===== src/sv/cbd_pkg.sv =====
// ----------------------------------------------------------------------------
// cbd_pkg - chroma box downsampler shared definitions
// Constants, per-sample control record and factor lookup functions.
// ----------------------------------------------------------------------------
package cbd_pkg;

    localparam int BLOCK_SIZE  = 8;
    localparam int MAX_FACTOR  = 4;
    localparam int SUM_DEPTH   = BLOCK_SIZE * MAX_FACTOR;
    localparam int POS_W       = $clog2(SUM_DEPTH);
    localparam int SUM_W       = 12;
    localparam int SAMPLE_W    = 8;
    localparam int FACTOR_W    = 3;
    localparam int CFG_IDX_W   = 3;
    localparam int RECIP_SHIFT = 20;
    localparam int RECIP_W     = RECIP_SHIFT + 1;
    localparam int PROD_W      = SUM_W + RECIP_W;

    localparam logic [CFG_IDX_W-1:0] CFG_LUMA_H   = 3'd0;
    localparam logic [CFG_IDX_W-1:0] CFG_LUMA_V   = 3'd1;
    localparam logic [CFG_IDX_W-1:0] CFG_CHROMA_H = 3'd2;
    localparam logic [CFG_IDX_W-1:0] CFG_CHROMA_V = 3'd3;

    typedef struct packed {
        logic [POS_W-1:0]   idx;
        logic               box_start;
        logic               box_done;
        logic               mcu_end;
        logic [1:0]         blk;
        logic [2:0]         row_in_blk;
        logic [2:0]         col_in_blk;
        logic [RECIP_W-1:0] recip;
    } t_item_ctl;

    function automatic logic [FACTOR_W-1:0] clamp_factor(input logic [FACTOR_W-1:0] f);
        logic [FACTOR_W-1:0] r;
        if (f == 3'd0) begin
            r = 3'd1;
        end else if (f > 3'(MAX_FACTOR)) begin
            r = 3'(MAX_FACTOR);
        end else begin
            r = f;
        end
        return r;
    endfunction

    // floor(a/b), at least 1, for a and b in 1..4
    function automatic logic [FACTOR_W-1:0] step_of(input logic [FACTOR_W-1:0] a,
                                                    input logic [FACTOR_W-1:0] b);
        logic [FACTOR_W-1:0] r;
        r = 3'd1;
        case (b)
            3'd1: r = a;
            3'd2: r = (a == 3'd4) ? 3'd2 : 3'd1;
            default: r = 3'd1;
        endcase
        if (r == 3'd0) begin
            r = 3'd1;
        end
        return r;
    endfunction

    // ceil(2^RECIP_SHIFT / d), exact floor division for sums below 2^SUM_W
    function automatic logic [RECIP_W-1:0] recip_of(input logic [4:0] d);
        logic [RECIP_W-1:0] r;
        case (d)
            5'd1:    r = 21'd1048576;
            5'd2:    r = 21'd524288;
            5'd3:    r = 21'd349526;
            5'd4:    r = 21'd262144;
            5'd6:    r = 21'd174763;
            5'd8:    r = 21'd131072;
            5'd9:    r = 21'd116509;
            5'd12:   r = 21'd87382;
            5'd16:   r = 21'd65536;
            default: r = 21'd1048576;
        endcase
        return r;
    endfunction

endpackage


===== src/sv/chroma_box_downsampler.sv =====
// ----------------------------------------------------------------------------
// chroma_box_downsampler - chroma box-average downsampler
// Averages luma/chroma sized boxes of one MCU region of chroma samples.
// ----------------------------------------------------------------------------
// Usage:
//   Input channel (i_in_valid / o_in_stall, i_sample) carries the full
//   resolution chroma samples of one MCU region in raster order. Output
//   channel (o_out_valid / i_out_stall) carries one averaged sample with its
//   block index, row, column and an MCU-last flag whenever a box completes.
//   Configuration transactions (i_cfg_valid / o_cfg_ready, always ready) set
//   the four sampling factors and restart the MCU walk; issue them only
//   while the block is idle.
//   A box result is registered on the output as its last sample leaves the
//   sum stage. Throughput: one sample per cycle unless the output stalls,
//   set by the single read-modify-write pass on the column sum memory;
//   a write-to-read bypass covers back-to-back samples of one column.
//   Reset restores all factors to 1 and the walk to row 0, column 0; the
//   sum memory needs no clearing, each box starts its sum afresh.
//   When the receiver stalls with a result held, the sum stage holds its
//   sample if it also completes a box, and the input stalls behind it.
// ----------------------------------------------------------------------------
module chroma_box_downsampler (
    input  logic                          i_clk,
    input  logic                          i_rst_n,
    input  logic                          i_cfg_valid,
    output logic                          o_cfg_ready,
    input  logic [cbd_pkg::CFG_IDX_W-1:0] i_cfg_index,
    input  logic [cbd_pkg::FACTOR_W-1:0]  i_cfg_data,
    input  logic                          i_in_valid,
    output logic                          o_in_stall,
    input  logic [7:0]                    i_sample,
    output logic                          o_out_valid,
    input  logic                          i_out_stall,
    output logic [7:0]                    o_average,
    output logic [1:0]                    o_block_index,
    output logic [2:0]                    o_row_in_block,
    output logic [2:0]                    o_col_in_block,
    output logic                          o_mcu_last
);
    import cbd_pkg::*;

    t_item_ctl          head_ctl;
    t_item_ctl          r_s1_ctl;
    logic [7:0]         r_s1_sample;
    logic               r_s1_valid;
    logic               r_byp;
    logic [SUM_W-1:0]   r_byp_data;
    logic [SUM_W-1:0]   rd_data;
    logic [SUM_W-1:0]   old_sum;
    logic [SUM_W-1:0]   new_sum;
    logic [PROD_W-1:0]  prod;
    logic               in_accept;
    logic               s1_go;
    logic               r_out_valid;
    logic [7:0]         r_average;
    logic [1:0]         r_block_index;
    logic [2:0]         r_row_in_block;
    logic [2:0]         r_col_in_block;
    logic               r_mcu_last;

    assign o_cfg_ready = 1'b1;

    assign s1_go      = r_s1_valid && (!r_s1_ctl.box_done || !r_out_valid || !i_out_stall);
    assign o_in_stall = r_s1_valid && !s1_go;
    assign in_accept  = i_in_valid && !o_in_stall;

    cbd_walk u_walk (
        .i_clk       (i_clk),
        .i_rst_n     (i_rst_n),
        .i_cfg_we    (i_cfg_valid),
        .i_cfg_index (i_cfg_index),
        .i_cfg_data  (i_cfg_data),
        .i_advance   (in_accept),
        .o_ctl       (head_ctl)
    );

    cbd_sum_ram u_ram (
        .i_clk     (i_clk),
        .i_wr_en   (s1_go),
        .i_wr_addr (r_s1_ctl.idx),
        .i_wr_data (new_sum),
        .i_rd_en   (in_accept),
        .i_rd_addr (head_ctl.idx),
        .o_rd_data (rd_data)
    );

    always_comb begin
        old_sum = r_byp ? r_byp_data : rd_data;
        new_sum = r_s1_ctl.box_start ? SUM_W'(r_s1_sample)
                                     : old_sum + SUM_W'(r_s1_sample);
        prod    = PROD_W'(new_sum) * PROD_W'(r_s1_ctl.recip);
    end

    always_ff @(posedge i_clk) begin
        if (!i_rst_n) begin
            r_s1_valid <= 1'b0;
        end else if (in_accept) begin
            r_s1_valid <= 1'b1;
        end else if (s1_go) begin
            r_s1_valid <= 1'b0;
        end
    end

    always_ff @(posedge i_clk) begin
        if (in_accept) begin
            r_s1_ctl    <= head_ctl;
            r_s1_sample <= i_sample;
            r_byp       <= s1_go && (r_s1_ctl.idx == head_ctl.idx);
            r_byp_data  <= new_sum;
        end
    end

    always_ff @(posedge i_clk) begin
        if (!i_rst_n) begin
            r_out_valid <= 1'b0;
        end else if (s1_go && r_s1_ctl.box_done) begin
            r_out_valid <= 1'b1;
        end else if (!i_out_stall) begin
            r_out_valid <= 1'b0;
        end
    end

    always_ff @(posedge i_clk) begin
        if (s1_go && r_s1_ctl.box_done) begin
            r_average      <= prod[RECIP_SHIFT +: 8];
            r_block_index  <= r_s1_ctl.blk;
            r_row_in_block <= r_s1_ctl.row_in_blk;
            r_col_in_block <= r_s1_ctl.col_in_blk;
            r_mcu_last     <= r_s1_ctl.mcu_end;
        end
    end

    assign o_out_valid    = r_out_valid;
    assign o_average      = r_average;
    assign o_block_index  = r_block_index;
    assign o_row_in_block = r_row_in_block;
    assign o_col_in_block = r_col_in_block;
    assign o_mcu_last     = r_mcu_last;

`ifndef SYNTHESIS
    a_result_loaded: assert property (@(posedge i_clk) disable iff (!i_rst_n)
        (s1_go && r_s1_ctl.box_done) |=> o_out_valid)
        else $error("completed box did not reach the output register");

    a_stall_has_item: assert property (@(posedge i_clk) disable iff (!i_rst_n)
        o_in_stall |-> (r_s1_valid && r_s1_ctl.box_done && o_out_valid))
        else $error("input stalled without a blocked result");

    a_hold_stage: assert property (@(posedge i_clk) disable iff (!i_rst_n)
        (r_s1_valid && !s1_go) |=> (r_s1_valid && $stable(r_s1_ctl)
                                    && $stable(r_s1_sample)))
        else $error("sum stage changed while blocked");
`endif

endmodule


===== src/sv/cbd_sum_ram.sv =====
// ----------------------------------------------------------------------------
// cbd_sum_ram - column sum memory
// One write port, one read port, registered read data.
// ----------------------------------------------------------------------------
module cbd_sum_ram (
    input  logic                      i_clk,
    input  logic                      i_wr_en,
    input  logic [cbd_pkg::POS_W-1:0] i_wr_addr,
    input  logic [cbd_pkg::SUM_W-1:0] i_wr_data,
    input  logic                      i_rd_en,
    input  logic [cbd_pkg::POS_W-1:0] i_rd_addr,
    output logic [cbd_pkg::SUM_W-1:0] o_rd_data
);
    import cbd_pkg::*;

    logic [SUM_W-1:0] r_mem [SUM_DEPTH];
    logic [SUM_W-1:0] r_rd_data;

    always_ff @(posedge i_clk) begin
        if (i_wr_en) begin
            r_mem[i_wr_addr] <= i_wr_data;
        end
    end

    always_ff @(posedge i_clk) begin
        if (i_rd_en) begin
            r_rd_data <= r_mem[i_rd_addr];
        end
    end

    assign o_rd_data = r_rd_data;

endmodule


===== src/sv/cbd_walk.sv =====
// ----------------------------------------------------------------------------
// cbd_walk - factor registers and MCU raster walk
// Holds the sampling factors and the position counters; produces the
// control record for the sample at the head of the input.
// ----------------------------------------------------------------------------
module cbd_walk (
    input  logic                          i_clk,
    input  logic                          i_rst_n,
    input  logic                          i_cfg_we,
    input  logic [cbd_pkg::CFG_IDX_W-1:0] i_cfg_index,
    input  logic [cbd_pkg::FACTOR_W-1:0]  i_cfg_data,
    input  logic                          i_advance,
    output cbd_pkg::t_item_ctl            o_ctl
);
    import cbd_pkg::*;

    logic [FACTOR_W-1:0] r_lh, r_lv, r_ch, r_cv;
    logic [POS_W-1:0]    r_row, r_col, r_out_row, r_out_col;
    logic [1:0]          r_sub_row, r_sub_col;

    logic [FACTOR_W-1:0] lh, lv, sh, sv, ch_eff;
    logic                col_last, row_last, sub_col_last, sub_row_last;
    logic [4:0]          blk_full;

    always_comb begin
        lh     = clamp_factor(r_lh);
        lv     = clamp_factor(r_lv);
        sh     = step_of(lh, clamp_factor(r_ch));
        sv     = step_of(lv, clamp_factor(r_cv));
        ch_eff = step_of(lh, sh);

        col_last     = ({1'b0, r_col} + 6'd1) >= {lh, 3'b000};
        row_last     = ({1'b0, r_row} + 6'd1) >= {lv, 3'b000};
        sub_col_last = r_sub_col == 2'(sh - 3'd1);
        sub_row_last = r_sub_row == 2'(sv - 3'd1);
        blk_full     = 5'(r_out_row[POS_W-1:3]) * 5'(ch_eff) + 5'(r_out_col[POS_W-1:3]);

        o_ctl.idx        = r_out_col;
        o_ctl.box_start  = (r_sub_row == 2'd0) && (r_sub_col == 2'd0);
        o_ctl.box_done   = sub_row_last && sub_col_last;
        o_ctl.mcu_end    = row_last && col_last;
        o_ctl.blk        = blk_full[1:0];
        o_ctl.row_in_blk = r_out_row[2:0];
        o_ctl.col_in_blk = r_out_col[2:0];
        o_ctl.recip      = recip_of(5'(sh) * 5'(sv));
    end

    always_ff @(posedge i_clk) begin
        if (!i_rst_n) begin
            r_lh      <= 3'd1;
            r_lv      <= 3'd1;
            r_ch      <= 3'd1;
            r_cv      <= 3'd1;
            r_row     <= '0;
            r_col     <= '0;
            r_out_row <= '0;
            r_out_col <= '0;
            r_sub_row <= '0;
            r_sub_col <= '0;
        end else if (i_cfg_we) begin
            case (i_cfg_index)
                CFG_LUMA_H:   r_lh <= i_cfg_data;
                CFG_LUMA_V:   r_lv <= i_cfg_data;
                CFG_CHROMA_H: r_ch <= i_cfg_data;
                CFG_CHROMA_V: r_cv <= i_cfg_data;
                default: ;
            endcase
            r_row     <= '0;
            r_col     <= '0;
            r_out_row <= '0;
            r_out_col <= '0;
            r_sub_row <= '0;
            r_sub_col <= '0;
        end else if (i_advance) begin
            if (col_last) begin
                r_col     <= '0;
                r_out_col <= '0;
                r_sub_col <= '0;
                if (row_last) begin
                    r_row     <= '0;
                    r_out_row <= '0;
                    r_sub_row <= '0;
                end else begin
                    r_row <= r_row + 1'b1;
                    if (sub_row_last) begin
                        r_sub_row <= '0;
                        r_out_row <= r_out_row + 1'b1;
                    end else begin
                        r_sub_row <= r_sub_row + 1'b1;
                    end
                end
            end else begin
                r_col <= r_col + 1'b1;
                if (sub_col_last) begin
                    r_sub_col <= '0;
                    r_out_col <= r_out_col + 1'b1;
                end else begin
                    r_sub_col <= r_sub_col + 1'b1;
                end
            end
        end
    end

endmodule

===== config.mk =====
export PLATFORM = sky130hd
export DESIGN_NAME = chroma_box_downsampler
export DESIGN_NICKNAME = d
export VERILOG_FILES = /design/src/sv/cbd_pkg.sv /design/src/sv/chroma_box_downsampler.sv /design/src/sv/cbd_sum_ram.sv /design/src/sv/cbd_walk.sv
export SDC_FILE = /design/constraint.sdc
export NUM_CORES = 1
export LEC_CHECK = 0
export BUFFER_PORTS_ARGS = -buffer_cell sky130_fd_sc_hd__buf_2
export CAP_MARGIN = 20
export CORE_MARGIN = 2
export CORE_UTILIZATION = 60
export DETAILED_ROUTE_END_ITERATION = 12
export PLACE_DENSITY = 0.78
export REMOVE_ABC_BUFFERS = 1
export SETUP_SLACK_MARGIN = 0.4
export SLEW_MARGIN = 30
export SYNTH_ARGS = -nofsm -noshare
export SYNTH_HDL_FRONTEND = slang
export SYNTH_HIERARCHICAL = 1
export SYNTH_SLANG_ARGS = --single-unit

===== constraint.sdc =====
create_clock -name i_clk -period 9.6 [get_ports i_clk]
set_input_delay 0.96 -clock i_clk [delete_from_list [all_inputs] [get_ports i_clk]]
set_output_delay 0.96 -clock i_clk [all_outputs]
set_load 0.005 [all_outputs]

==> flow_metrics.py <==
metrics = {
    "run_status": {
        "status": "finished, final reports clean",
    },
    "placed_design": {
        "dp.final_hpwl_um": 40400,
        "place_inst": 2771,
        "gp_congestion": 0.849,
        "port_buffers": 37,
    },
    "layout": {
        "antenna_cells": 0,
        "drive_above_1_share": 0.101,
        "nNetsFinal": 2493,
        "area_growth_pct": 8.36,
        "final-instance-count-excl-fill": 2864,
    },
    "clock_network": {
        "post-cts-setup-buffer-count": 0,
        "cts_inserted_buffers": 50,
        "clk_latency_ps": 630,
        "postCtsHoldBufs": 0,
        "htree_levels": 2,
        "path_clk_slew_ps": 60,
        "cts_tree": "yes",
        "root_buffer": "clkbuf_16",
        "clk_path_buf_depth": 3,
        "cts.sinks": 509,
        "ctsResizeCount": 0,
    },
    "logic_synthesis": {
        "synthArstFlopShare": 0,
        "yosys_warnings": 6,
        "synth_ff_type": "edfxtp_1",
        "ys_seq_area_frac": 0.526,
        "synth_cells": 2202,
        "syn_area_per_cell_sq_um": 12.9,
        "syn_area_sq_mm": 0.0283,
        "synth_edf_count": 471,
        "synth_cell_types": 86,
        "ys_ff_latch": 509,
    },
    "global_route": {
        "grt_antenna_before_repair": 1,
        "grt_pass1_vias": 17700,
        "overflow": 0,
        "grt_max_degree": 73,
        "grt_first_pass_wirelength_um": 98800,
        "grt_use_total": 0.260,
    },
    "worst_setup_path": {
        "required_ps": 9950,
        "r2r_cells": 27,
        "cpMostUsedCell": "fa_1",
        "cp_num_buf_inv": 5,
        "crit_family": "adder cells",
        "path_depth": 27,
        "worst-path-max-fanout": 30,
        "worstSetupEndpointType": "register",
        "slowest_stage": "edfxtp_1",
        "crit_arrival_ps": 8870,
        "slowest_delay_ps": 740,
        "rrSetupSlack_ps": 1080,
        "reg2reg_to": "o_average[6]",
        "crit_type": "register to register",
        "reg2reg_from": "r_byp",
        "start_kind": "register",
    },
    "die": {
        "dieArea_sq_mm": 0.0490,
        "core-area_sq_mm": 0.0466,
        "fp.dieH_um": 221,
        "die_w_um": 221,
        "core.rowCount": 79,
        "initial_core_util": 0.609,
        "ios": 39,
    },
    "routing": {
        "drt_drc_violations_left": 0,
        "final_antenna_net_count": 0,
        "drt-wirelength-per-cell_um": 21.8,
        "viasPerCell": 6.06,
        "dr.first_iter.drc_count": 1472,
        "num_vias": 17400,
        "drt_wl_total_um": 62500,
        "drtPass1Iterations": 6,
    },
    "power": {
        "ir_worst_vdd_uv": 123,
        "fin_total_pwr_mw": 5.35,
        "p_leak_nw": 11.4,
        "powerDensity_mw_per_mm2": 174,
    },
    "min_path": {
        "hold_depth": 0,
        "worstHoldPathType": "register to register",
        "hold_start": "r_s1_ctl[24]",
        "min_to": "o_row_in_block[0]",
    },
    "sta": {
        "timing.slew.headroom": 0.371,
        "drv_slew": 0,
        "rsz0062_at_grt": "false",
        "finalClockSkew_ps": 52.1,
        "hold_slack_ps": 433,
        "max_freq_ghz": 0.117,
        "setup_viol": 0,
        "tightest_slew_ps": 931,
        "finalHoldViolCount": 0,
        "period_share": 0.887,
        "fin_crit_ps": 8520,
        "setup_tns_ps": 0,
    },
    "run": {
        "max_cap_violations": 0,
    },
}
[cell usage after synthesis (6+ instances only)]
cell type    n  area [sq um]
mux2_2       9           101
and2_1      69           432
nor3b_1      7          52.6
buf_6        6          67.6
nand3_1     53           265
buf_12       8           160
clkbuf_1    60           225
a21o_1       8          60.1
buf_2       18          90.1
buf_4       28           210
dfxtp_1     38           761
xor2_1      12           105
o21ai_0     21           105
o21a_1      10          75.1
a22o_1      24           210
nand4_1     16           100
nand2_1    246           923
ha_1        73           913
a22oi_1     50           375
a21oi_1     55           275
inv_1      229           860
o211ai_1     6          45.0
mux2i_1    209          2090
or3_1        6          37.5
nor3_1      17          85.1
a31oi_1     21           131
edfxtp_1   471         14100
nand3b_1    13          97.6
nor2_1      88           330
fa_1       184          3680
nor2b_1     16           100
xnor2_1     23           201
and3_1       8          50.1
[where the power goes]
part | switching, mW | internal (mW)
clock | 0.838 | 1.12
combinational | 0.517 | 0.360
sequential | 0.0404 | 2.47
total | 1.39 | 3.95
[worst max path at each step]
stage,startpoint,end,slack [ps]
5_1_grt,r_byp,o_average[6],670
6_report,r_byp,o_average[6],1080
2_1_floorplan,r_byp,o_average[6],290
3_5_place_dp,r_byp,o_average[6],1190
4_1_cts,r_byp,o_average[6],1170
3_3_place_gp,r_byp,o_average[6],1510
[final cells by class]
| class | instances | area [sq um] |
|---|---|---|
| sequential | 509 | 14900 |
| fill | 3182 | 15900 |
| clock buffer | 67 | 1370 |
| multi-input combinational | 1338 | 11900 |
| tap | 607 | 759 |
| clock inverter | 25 | 295 |
| inverter | 230 | 863 |
| timing repair buffer | 88 | 592 |
[stage by stage]
step	instance area [sq um]	util	setup WS, ps
5_1_grt	30700	0.659	666
2_1_floorplan	27500	-	292
3_3_place_gp	29000	0.623	1510
3_5_place_dp	29000	0.623	1190
6_report	30700	0.659	1080
4_1_cts	30700	0.659	1170
[layout by cell type, fill, tap and decap left out, drive strengths merged, types with 8 or more instances in the layout]
cell type  synthesis  layout
buf               64      88
or3b              10      10
fa               184     184
nor3              17      17
ha                73      73
edfxtp           471     471
xnor2             25      25
o21a              10      10
nor2              90      90
a21oi             58      58
and3               8       8
nor3b              8       8
dfxtp             38      38
clkbuf            60      67
clkinv             0      15
nand4             16      16
a22o              24      24
a22oi             50      50
and2              70      70
o21ai             27      27
mux2              12      12
nor2b             16      16
xor2              12      12
a31oi             23      23
mux2i            210     210
inv              230     234
nand3b            13      13
a21o               8       8
nand3             54      54
nand2            246     246
[flip-flops by register name (all words and copies together), names as in the netlist, 5 cells and up]
signal            count
r_byp_data           12
u_walk/r_col          5
u_walk/r_out_row      5
o_average             8
u_ram/o_rd_data      12
u_walk/r_out_col      5
r_s1_ctl             37
u_walk/r_row          5
u_ram/r_mem         384
r_s1_sample           8
[layer usage]
metal / GRT usage / routed length, um
met5: 0 / 0
met4: 0.0691 / 1500
met3: 0.0485 / 4940
met2: 0.431 / 30800
met1: 0.355 / 25300
[kinds of logic after synthesis]
logic type / share of synthesized area
AND/OR/NAND/NOR: 0.103
flip-flops: 0.526
buffers and inverters: 0.0587
adder cells (fa/ha/maj): 0.162
AO/OA/AOI/OAI: 0.0567
multiplexers: 0.0795
XOR/XNOR: 0.0140
other: 0.000132
No activity file was read; power rests on OpenSTA's default activity.
